[config.mk]
export PLATFORM = sky130hd
export DESIGN_NAME = ultrasonic_echo_ranger_core
export DESIGN_NICKNAME = d
export VERILOG_FILES = /design/src/rtl/uer_pkg.sv /design/src/rtl/ultrasonic_echo_ranger_core.sv /design/src/rtl/uer_front.sv /design/src/rtl/uer_fifo.sv /design/src/rtl/uer_back.sv
export SDC_FILE = /design/constraint.sdc
export NUM_CORES = 2
export LEC_CHECK = 0
export ABC_AREA = 0
export BUFFER_PORTS_ARGS = -buffer_cell sky130_fd_sc_hd__clkbuf_2
export CAP_MARGIN = 20
export CORE_MARGIN = 4
export CORE_UTILIZATION = 65
export DETAILED_ROUTE_END_ITERATION = 8
export GPL_ROUTABILITY_DRIVEN = 0
export PLACE_DENSITY = 0.79
export REMOVE_ABC_BUFFERS = 1
export SETUP_SLACK_MARGIN = 0.05
export SLEW_MARGIN = 20
export SYNTH_ARGS = -nofsm -noshare
export SYNTH_HDL_FRONTEND = slang
export SYNTH_HIERARCHICAL = 1
export SYNTH_SLANG_ARGS = --single-unit
[constraint.sdc]
create_clock -name i_clk -period 11.5 [get_ports i_clk]
set_clock_uncertainty 0.15 [all_clocks]
set_input_delay 0.575 -clock i_clk [delete_from_list [all_inputs] [get_ports i_clk]]
set_output_delay 0.575 -clock i_clk [all_outputs]
set_load 0.05 [all_outputs]
[src/rtl/uer_pkg.sv]
`timescale 1ns / 1ps
`default_nettype none

package uer_pkg;

    // default echo counter width
    localparam int COUNT_WIDTH_DEF = 32;

    // configuration port
    localparam int CFG_INDEX_W = 3;
    localparam int CFG_DATA_W  = 32;

    localparam logic [CFG_INDEX_W-1:0] REG_TRIGGER_TICKS  = 3'd0;
    localparam logic [CFG_INDEX_W-1:0] REG_GAP_TICKS      = 3'd1;
    localparam logic [CFG_INDEX_W-1:0] REG_DISTANCE_SCALE = 3'd2;
    localparam logic [CFG_INDEX_W-1:0] REG_RANGE_LOW      = 3'd3;
    localparam logic [CFG_INDEX_W-1:0] REG_RANGE_HIGH     = 3'd4;

    // register reset values
    localparam logic [15:0] TRIGGER_TICKS_RST  = 16'd500;
    localparam logic [31:0] GAP_TICKS_RST      = 32'd4500000;
    localparam logic [31:0] DISTANCE_SCALE_RST = 32'd581741;
    localparam logic [15:0] RANGE_LOW_RST      = 16'd1;
    localparam logic [15:0] RANGE_HIGH_RST     = 16'd196;

    // rounding half of a Q0.32 product and the distance ceiling
    localparam logic [64:0] ROUND_HALF = 65'h0_8000_0000;
    localparam logic [15:0] DIST_MAX   = 16'hFFFF;

    // depth of the queue between front and back
    localparam int QUEUE_DEPTH = 4;

    typedef struct packed {
        logic [15:0] trigger_ticks;
        logic [31:0] gap_ticks;
        logic [31:0] distance_scale;
        logic [15:0] range_low;
        logic [15:0] range_high;
    } t_cfg;

    // per-tick control record from the sequencer
    typedef struct packed {
        logic trigger;
        logic busy;
        logic done;
        logic rev_rise;
    } t_rec_ctl;

endpackage

`default_nettype wire

[src/rtl/ultrasonic_echo_ranger_core.sv]
`timescale 1ns / 1ps
`default_nettype none

// channel  direction  handshake                 payload
// in       input      i_in_valid / o_in_ready   i_echo_level, i_in_reverse
// out      output     o_out_valid / i_out_ready trigger, busy, done, distance, range, stats
// cfg      input      i_cfg_valid / o_cfg_ready i_cfg_index, i_cfg_data
//
// one tick is taken every cycle while the queue has space; its result passes
// through the queue, a two-stage multiply and round, and the statistics register.
// the distance multiply is split into a 32 x 32 low and a narrow high product.
// reset is synchronous, active low; control state and statistics return to defaults.
// a stalled output holds the back pipeline; the queue absorbs input until full.

module ultrasonic_echo_ranger_core import uer_pkg::*; #(
    parameter int COUNT_WIDTH = COUNT_WIDTH_DEF
) (
    input  wire logic                   i_clk,
    input  wire logic                   i_rst_n,
    input  wire logic                   i_in_valid,
    output logic                        o_in_ready,
    input  wire logic                   i_echo_level,
    input  wire logic                   i_in_reverse,
    output logic                        o_out_valid,
    input  wire logic                   i_out_ready,
    output logic                        o_trigger_level,
    output logic                        o_busy_res,
    output logic                        o_reading_done,
    output logic [15:0]                 o_distance,
    output logic                        o_in_range,
    output logic [15:0]                 o_max_distance,
    output logic [15:0]                 o_min_distance,
    input  wire logic                   i_cfg_valid,
    output logic                        o_cfg_ready,
    input  wire logic [CFG_INDEX_W-1:0] i_cfg_index,
    input  wire logic [CFG_DATA_W-1:0]  i_cfg_data
);

    localparam int REC_W = $bits(t_rec_ctl) + COUNT_WIDTH;

    t_cfg                   r_cfg;
    logic                   space;
    logic                   push, pop, full, empty;
    t_rec_ctl               front_ctl, head_ctl;
    logic [COUNT_WIDTH-1:0] front_count, head_count;
    logic [REC_W-1:0]       head_rec;

    // configuration registers
    assign o_cfg_ready = 1'b1;

    always_ff @(posedge i_clk) begin
        if (!i_rst_n) begin
            r_cfg.trigger_ticks  <= TRIGGER_TICKS_RST;
            r_cfg.gap_ticks      <= GAP_TICKS_RST;
            r_cfg.distance_scale <= DISTANCE_SCALE_RST;
            r_cfg.range_low      <= RANGE_LOW_RST;
            r_cfg.range_high     <= RANGE_HIGH_RST;
        end else if (i_cfg_valid) begin
            case (i_cfg_index)
                REG_TRIGGER_TICKS:  r_cfg.trigger_ticks  <= i_cfg_data[15:0];
                REG_GAP_TICKS:      r_cfg.gap_ticks      <= i_cfg_data;
                REG_DISTANCE_SCALE: r_cfg.distance_scale <= i_cfg_data;
                REG_RANGE_LOW:      r_cfg.range_low      <= i_cfg_data[15:0];
                REG_RANGE_HIGH:     r_cfg.range_high     <= i_cfg_data[15:0];
                default:            r_cfg                <= r_cfg;
            endcase
        end
    end

    assign space = !full;

    // tick sequencer
    uer_front #(
        .COUNT_WIDTH (COUNT_WIDTH)
    ) u_front (
        .i_clk        (i_clk),
        .i_rst_n      (i_rst_n),
        .i_cfg        (r_cfg),
        .i_valid      (i_in_valid),
        .o_ready      (o_in_ready),
        .i_echo_level (i_echo_level),
        .i_in_reverse (i_in_reverse),
        .i_space      (space),
        .o_push       (push),
        .o_ctl        (front_ctl),
        .o_count      (front_count)
    );

    // record queue
    uer_fifo #(
        .WIDTH (REC_W),
        .DEPTH (QUEUE_DEPTH)
    ) u_fifo (
        .i_clk   (i_clk),
        .i_rst_n (i_rst_n),
        .i_push  (push),
        .i_wdata ({front_ctl, front_count}),
        .o_full  (full),
        .i_pop   (pop),
        .o_rdata (head_rec),
        .o_empty (empty)
    );

    assign head_ctl   = t_rec_ctl'(head_rec[REC_W-1:COUNT_WIDTH]);
    assign head_count = head_rec[COUNT_WIDTH-1:0];

    // distance conversion and statistics
    uer_back #(
        .COUNT_WIDTH (COUNT_WIDTH)
    ) u_back (
        .i_clk           (i_clk),
        .i_rst_n         (i_rst_n),
        .i_cfg           (r_cfg),
        .i_empty         (empty),
        .i_ctl           (head_ctl),
        .i_count         (head_count),
        .o_pop           (pop),
        .o_valid         (o_out_valid),
        .i_ready         (i_out_ready),
        .o_trigger_level (o_trigger_level),
        .o_busy_res      (o_busy_res),
        .o_reading_done  (o_reading_done),
        .o_distance      (o_distance),
        .o_in_range      (o_in_range),
        .o_max_distance  (o_max_distance),
        .o_min_distance  (o_min_distance)
    );

endmodule

`default_nettype wire

[src/rtl/uer_front.sv]
`timescale 1ns / 1ps
`default_nettype none

module uer_front import uer_pkg::*; #(
    parameter int COUNT_WIDTH = COUNT_WIDTH_DEF
) (
    input  wire logic                   i_clk,
    input  wire logic                   i_rst_n,
    input  wire t_cfg                   i_cfg,
    input  wire logic                   i_valid,
    output logic                        o_ready,
    input  wire logic                   i_echo_level,
    input  wire logic                   i_in_reverse,
    input  wire logic                   i_space,
    output logic                        o_push,
    output t_rec_ctl                    o_ctl,
    output logic [COUNT_WIDTH-1:0]      o_count
);

    localparam int CNT_W = (COUNT_WIDTH > 32) ? COUNT_WIDTH : 32;
    localparam logic [CNT_W-1:0] COUNT_MAX = CNT_W'({COUNT_WIDTH{1'b1}});

    localparam logic [2:0] PH_IDLE = 3'd0;
    localparam logic [2:0] PH_TRIG = 3'd1;
    localparam logic [2:0] PH_WAIT = 3'd2;
    localparam logic [2:0] PH_MEAS = 3'd3;
    localparam logic [2:0] PH_GAP  = 3'd4;

    logic [2:0]       r_phase, n_phase;
    logic [CNT_W-1:0] r_tick, n_tick;
    logic             r_rev_before, n_rev_before;
    logic             accept;
    logic             done;

    assign o_ready = i_space;
    assign accept  = i_valid && i_space;

    // phase sequencer, one step per accepted tick
    always_comb begin
        n_phase      = r_phase;
        n_tick       = r_tick;
        n_rev_before = r_rev_before;
        done         = 1'b0;
        if (accept) begin
            n_rev_before = i_in_reverse;
            case (r_phase)
                PH_IDLE: begin
                    if (i_in_reverse) begin
                        n_phase = PH_TRIG;
                        n_tick  = CNT_W'(1);
                    end
                end
                PH_TRIG: begin
                    if (r_tick >= CNT_W'(i_cfg.trigger_ticks)) begin
                        n_phase = PH_WAIT;
                        n_tick  = '0;
                    end else begin
                        n_tick = r_tick + CNT_W'(1);
                    end
                end
                PH_WAIT: begin
                    if (i_echo_level) begin
                        n_phase = PH_MEAS;
                        n_tick  = CNT_W'(1);
                    end
                end
                PH_MEAS: begin
                    if (i_echo_level) begin
                        if (r_tick < COUNT_MAX) begin
                            n_tick = r_tick + CNT_W'(1);
                        end
                    end else begin
                        done    = 1'b1;
                        n_phase = PH_GAP;
                        n_tick  = '0;
                    end
                end
                PH_GAP: begin
                    if (r_tick >= CNT_W'(i_cfg.gap_ticks)) begin
                        n_phase = PH_IDLE;
                        n_tick  = '0;
                    end else begin
                        n_tick = r_tick + CNT_W'(1);
                    end
                end
                default: begin
                    n_phase = PH_IDLE;
                    n_tick  = '0;
                end
            endcase
        end
    end

    // record pushed into the queue
    assign o_push         = accept;
    assign o_ctl.trigger  = (n_phase == PH_TRIG);
    assign o_ctl.busy     = (n_phase != PH_IDLE);
    assign o_ctl.done     = done;
    assign o_ctl.rev_rise = i_in_reverse && !r_rev_before;
    assign o_count        = r_tick[COUNT_WIDTH-1:0];

    always_ff @(posedge i_clk) begin
        if (!i_rst_n) begin
            r_phase      <= PH_IDLE;
            r_tick       <= '0;
            r_rev_before <= 1'b0;
        end else begin
            r_phase      <= n_phase;
            r_tick       <= n_tick;
            r_rev_before <= n_rev_before;
        end
    end

endmodule

`default_nettype wire

[src/rtl/uer_fifo.sv]
`timescale 1ns / 1ps
`default_nettype none

module uer_fifo import uer_pkg::*; #(
    parameter int WIDTH = 8,
    parameter int DEPTH = QUEUE_DEPTH
) (
    input  wire logic             i_clk,
    input  wire logic             i_rst_n,
    input  wire logic             i_push,
    input  wire logic [WIDTH-1:0] i_wdata,
    output logic                  o_full,
    input  wire logic             i_pop,
    output logic [WIDTH-1:0]      o_rdata,
    output logic                  o_empty
);

    localparam int AW = (DEPTH > 1) ? $clog2(DEPTH) : 1;
    localparam int CW = $clog2(DEPTH + 1);

    logic [WIDTH-1:0] r_mem [DEPTH];
    logic [AW-1:0]    r_wptr, r_rptr;
    logic [CW-1:0]    r_count;
    logic             do_push, do_pop;

    assign o_full  = (r_count == CW'(DEPTH));
    assign o_empty = (r_count == '0);
    assign do_push = i_push && !o_full;
    assign do_pop  = i_pop && !o_empty;
    assign o_rdata = r_mem[r_rptr];

    // storage
    always_ff @(posedge i_clk) begin
        if (do_push) begin
            r_mem[r_wptr] <= i_wdata;
        end
    end

    // pointers and fill level
    always_ff @(posedge i_clk) begin
        if (!i_rst_n) begin
            r_wptr  <= '0;
            r_rptr  <= '0;
            r_count <= '0;
        end else begin
            if (do_push) begin
                r_wptr <= (r_wptr == AW'(DEPTH - 1)) ? '0 : r_wptr + AW'(1);
            end
            if (do_pop) begin
                r_rptr <= (r_rptr == AW'(DEPTH - 1)) ? '0 : r_rptr + AW'(1);
            end
            case ({do_push, do_pop})
                2'b10:   r_count <= r_count + CW'(1);
                2'b01:   r_count <= r_count - CW'(1);
                default: r_count <= r_count;
            endcase
        end
    end

endmodule

`default_nettype wire

[src/rtl/uer_back.sv]
`timescale 1ns / 1ps
`default_nettype none

module uer_back import uer_pkg::*; #(
    parameter int COUNT_WIDTH = COUNT_WIDTH_DEF
) (
    input  wire logic                   i_clk,
    input  wire logic                   i_rst_n,
    input  wire t_cfg                   i_cfg,
    input  wire logic                   i_empty,
    input  wire t_rec_ctl               i_ctl,
    input  wire logic [COUNT_WIDTH-1:0] i_count,
    output logic                        o_pop,
    output logic                        o_valid,
    input  wire logic                   i_ready,
    output logic                        o_trigger_level,
    output logic                        o_busy_res,
    output logic                        o_reading_done,
    output logic [15:0]                 o_distance,
    output logic                        o_in_range,
    output logic [15:0]                 o_max_distance,
    output logic [15:0]                 o_min_distance
);

    localparam int HI_W  = (COUNT_WIDTH > 32) ? COUNT_WIDTH - 32 : 1;
    localparam int PAD_W = 32 + HI_W;
    localparam int DW    = HI_W + 33;

    logic             advance;
    logic [PAD_W-1:0] count_pad;

    // stage 1: partial products
    logic             r_s1_valid;
    t_rec_ctl         r_s1_ctl;
    logic [63:0]      r_s1_lo;
    logic [HI_W+31:0] r_s1_hi;

    // stage 2: rounded, saturated distance
    logic             r_s2_valid;
    t_rec_ctl         r_s2_ctl;
    logic [15:0]      r_s2_dist;
    logic [64:0]      lo_round;
    logic [DW-1:0]    dist_full;

    // output stage and statistics
    logic             r_out_valid;
    t_rec_ctl         r_out_ctl;
    logic [15:0]      r_last_dist, r_max, r_min;
    logic             r_last_in_range;
    logic [15:0]      base_max, base_min;
    logic             hit;

    // whole back pipeline moves when the output slot frees
    assign advance   = !r_out_valid || i_ready;
    assign o_pop     = advance && !i_empty;
    assign count_pad = PAD_W'(i_count);

    always_ff @(posedge i_clk) begin
        if (advance) begin
            r_s1_ctl <= i_ctl;
            r_s1_lo  <= 64'(count_pad[31:0]) * 64'(i_cfg.distance_scale);
            r_s1_hi  <= (HI_W + 32)'(count_pad[PAD_W-1:32]) *
                        (HI_W + 32)'(i_cfg.distance_scale);
        end
    end

    // round the low product and fold in the high one
    assign lo_round  = {1'b0, r_s1_lo} + ROUND_HALF;
    assign dist_full = DW'(r_s1_hi) + DW'(lo_round[64:32]);

    always_ff @(posedge i_clk) begin
        if (advance) begin
            r_s2_ctl  <= r_s1_ctl;
            r_s2_dist <= (dist_full > DW'(DIST_MAX)) ? DIST_MAX : dist_full[15:0];
        end
    end

    // statistics restart on a reverse rising edge before the reading applies
    assign base_max = r_s2_ctl.rev_rise ? i_cfg.range_low  : r_max;
    assign base_min = r_s2_ctl.rev_rise ? i_cfg.range_high : r_min;
    assign hit      = (r_s2_dist >= i_cfg.range_low) && (r_s2_dist <= i_cfg.range_high);

    always_ff @(posedge i_clk) begin
        if (!i_rst_n) begin
            r_s1_valid      <= 1'b0;
            r_s2_valid      <= 1'b0;
            r_out_valid     <= 1'b0;
            r_last_dist     <= '0;
            r_last_in_range <= 1'b0;
            r_max           <= RANGE_LOW_RST;
            r_min           <= RANGE_HIGH_RST;
        end else if (advance) begin
            r_s1_valid  <= !i_empty;
            r_s2_valid  <= r_s1_valid;
            r_out_valid <= r_s2_valid;
            if (r_s2_valid) begin
                r_max <= base_max;
                r_min <= base_min;
                if (r_s2_ctl.done) begin
                    r_last_dist     <= r_s2_dist;
                    r_last_in_range <= hit;
                    if (hit) begin
                        r_max <= (r_s2_dist > base_max) ? r_s2_dist : base_max;
                        r_min <= (r_s2_dist < base_min) ? r_s2_dist : base_min;
                    end
                end
            end
        end
    end

    always_ff @(posedge i_clk) begin
        if (advance) begin
            r_out_ctl <= r_s2_ctl;
        end
    end

    assign o_valid         = r_out_valid;
    assign o_trigger_level = r_out_ctl.trigger;
    assign o_busy_res      = r_out_ctl.busy;
    assign o_reading_done  = r_out_ctl.done;
    assign o_distance      = r_last_dist;
    assign o_in_range      = r_last_in_range;
    assign o_max_distance  = r_max;
    assign o_min_distance  = r_min;

endmodule

`default_nettype wire
==> metrics.md <==
| Metric | Value |
|---|---|
| GR Overflow Total | 0 |
| Hold Startpoint | i_cfg_data[26] |
| Clock sink total | 413 |
| CP delay by family, top | adder cells |
| Ys async rst share | 0 |
| Post-CTS Setup Inserts | 0 |
| Hold Path Class | in -> reg |
| Core area | 80,400 um^2 |
| Clock Pin Slew Worst Setup and Hold Paths | 0.06 ns |
| Synth top area cells | fa_1, edfxtp_1, ha_1, dfxtp_1, and2_1 |
| Via/cell ratio | 5.97 |
| Syn_area_per_cell | 9.76 um^2 |
| Inst Count DP | 6,349 |
| Stages on worst setup path | 25 |
| FF-to-FF setup slack | 1.52 ns |
| Worst EP required | 11.68 ns |
| Chip Width | 293 um |
| Row Count | 104 |
| DR iter-0 viols | 3,752 |
| Placed cell areas | 53,900 um^2 |
| Routed Wire Length | 142 mm |
| Seq/Total Area, Yosys | 0.196 |
| Via count | 38.4k |
| Post-synth top cells | inv_1, fa_1, nand2_1 |
| Num CTS Buffers | 41 |
| Startpoint types | flop |
| Slowest CP cell | mux4_2 |
| Total GRT Usage | 0.339 |
| Relative slew slack | 0.270 |
| Reg2reg end | u_back/r_s1_lo[59]$_DFFE_PN_ |
| FF+latch count, synth | 413 |
| Endpoint class of the critical path | flop |
| Synth warn | 6 |
| Die Area | 85,700 um^2 |
| Largest net degree at the start of global routing | 126 |
| CTS max path bufs | 3 |
| H-tree Lvls | 2 |
| Fin crit period | 9.98 ns |
| Io pins | 97 |
| Top-area cell type share of the netlist area | 0.340 |
| Fin area | 55,400 um^2 |
| Final ANT Viol Nets | 0 |
| Buf/Inv on CP | 5 |
| Post-CTS Resized | 0 |
| Status | finished, final reports clean |
| Drt pass-1 iters | 6 |
| Worst Max-Slew Pin Slew | 1.09 ns |
| Crit Path Class | reg -> reg |
| Hold Crit Depth | 3 |
| Leading area contributor after synthesis | fa_1 |
| IO Port Bufs | 95 |
| Slowest stage delay, CP | 0.99 ns |
| TritonCTS clock tree | done |
| Antenna violations before repair | 4 |
| Vias in the first global route | 40.7k |
| Final #Nets | 6,650 |
| Synthesized area | 52,700 um^2 |
| Initial Util | 0.656 |
| CTS Hold Buffers Added | 0 |
| Highest clock rate | 0.100 GHz |
| Dominant synthesized flop cell | dfxtp_1 |
| Final worst-path cycle share | 0.868 |
| Hold WS | 0.0955 ns |
| Final Hold Viols | 0 |
| Fin. max-slew vios | 0 |
| Filler Cell Count | 6,061 |
| Die height | 293 um |
| Ratio of cells with drive above 1 in the final layout | 0.0658 |
| Syn Inst Count | 5,400 |
| EDFF count, synth | 204 |
| Drt wl/cell | 22.2 um |
| Clk root buf | clkbuf_16 |
| Setup TNS | 0 ns |
| Unrepaired setup endpoints after global routing | no |
| Detailed placement HPWL | 106 mm |
| Crit path arrival time | 10.16 ns |
| Final Non-Filler Cells | 6,427 |
| Crit Path Max Fanout | 32 |
| Top-count cell post-synth | inv_1 |
| Crit path top cell by count | fa_1 |
| Final setup fails | 0 |
| Yosys cell types | 94 |
| Hold Path Sink | r_cfg[90]$_SDFFE_PN0P_ |
| Area growth, synth to finish | 5.04% |
| Worst-Skew Late Latency | 0.59 ns |
| Worst r2r path cells | 25 |
| First-pass GRT wire length | 226 mm |
| DRC Markers | 0 |
| Maxcap violations | 0 |
==> tightest hold or removal path, stage by stage <==
cell	delay, ns
clkbuf_2	0.08
nand2_1	0.06
mux2i_1	0.06
==> worst max path at each step <==
stage          startpoint                      endpoint  slack [ns]
2_1_floorplan        flop  u_back/r_s1_lo[59]$_DFFE_PN_        2.35
3_3_place_gp         flop  u_back/r_s1_lo[57]$_DFFE_PN_        1.37
3_5_place_dp         flop  u_back/r_s1_lo[57]$_DFFE_PN_        1.37
4_1_cts              flop  u_back/r_s1_lo[57]$_DFFE_PN_        1.34
5_1_grt              flop  u_back/r_s1_lo[59]$_DFFE_PN_        1.38
6_report             flop  u_back/r_s1_lo[59]$_DFFE_PN_        1.52
==> area by class of cell <==
class / count / area, um^2 / share of cell area
flip-flops and latches: 413 / 10300 / 0.187
diodes: 1 / 2.50 / 0.0000452
repair buffers: 174 / 1080 / 0.0195
clock buffers: 53 / 1190 / 0.0215
clock inverters: 23 / 241 / 0.00436
multi-input cells: 3688 / 37400 / 0.675
well taps: 1060 / 1330 / 0.0239
inverters: 1015 / 3810 / 0.0688
==> stage by stage <==
step / setup WS, ns / utilization
after floorplan: 2.35 / -
after global placement: 1.37 / 0.671
after detailed placement: 1.37 / 0.671
after CTS: 1.34 / 0.688
after global routing: 1.38 / 0.689
final: 1.52 / 0.689
==> sequential cells by signal, summed over array words and instances, names as in the netlist, 2 cells and up, named ones only <==
name / count
r_cfg: 112
u_back/o_distance: 16
u_back/o_max_distance: 16
u_back/o_min_distance: 16
u_back/r_s1_ctl: 4
u_back/r_s1_lo: 33
u_back/r_s2_ctl: 4
u_back/r_s2_dist: 16
u_fifo/r_count: 3
u_fifo/r_mem: 144
u_fifo/r_rptr: 2
u_fifo/r_wptr: 2
u_front/o_count: 32
u_front/r_phase: 3
==> cells in the final DEF, fill, tap and decap left out, types with 13 or more instances in the layout <==
cell,Yosys,final
inv_1,1015,1014
fa_1,896,896
nand2_1,685,685
and2_1,637,637
ha_1,379,379
edfxtp_1,204,204
dfxtp_1,209,192
mux2i_1,148,148
a21oi_1,132,132
nor2_1,110,109
clkbuf_2,2,94
buf_4,11,78
o21ai_0,77,77
nand4_1,64,64
nor2b_1,62,62
nand3_1,52,52
xnor2_1,49,49
a21o_1,47,47
clkbuf_16,0,43
nor3_1,40,40
xor2_1,31,31
mux4_2,30,30
a211o_1,18,18
dfxtp_2,0,16
and3_1,15,15
o211ai_1,14,14
or3_1,13,13
mux2_2,13,13
o221a_2,13,13
==> logic make-up (layout without fill, tap and decap cells) <==
family	count (synthesis)	after routing	share of synthesized area
buffers and inverters	1299	1265	0.0957
DFF	413	413	0.196
AOI/OAI and AO/OA	390	390	0.0485
xor gates and xnor gates	80	80	0.0133
other	1	2	0.0000711
adders and majority gates	1275	1275	0.430
muxes	197	197	0.0467
and+or+nand+nor	1745	1745	0.170
==> routing by layer <==
layer / up-vias / GRT usage / wire length (um)
li1: 16638 / - / -
met1: 19244 / 0.450 / 54600
met2: 1998 / 0.552 / 67400
met3: 480 / 0.0629 / 12900
met4: 0 / 0.146 / 7590
met5: - / 0 / 0
Power is not shown: default switching activity piles up to over one toggle a cycle in this logic, so the estimate is an artifact.
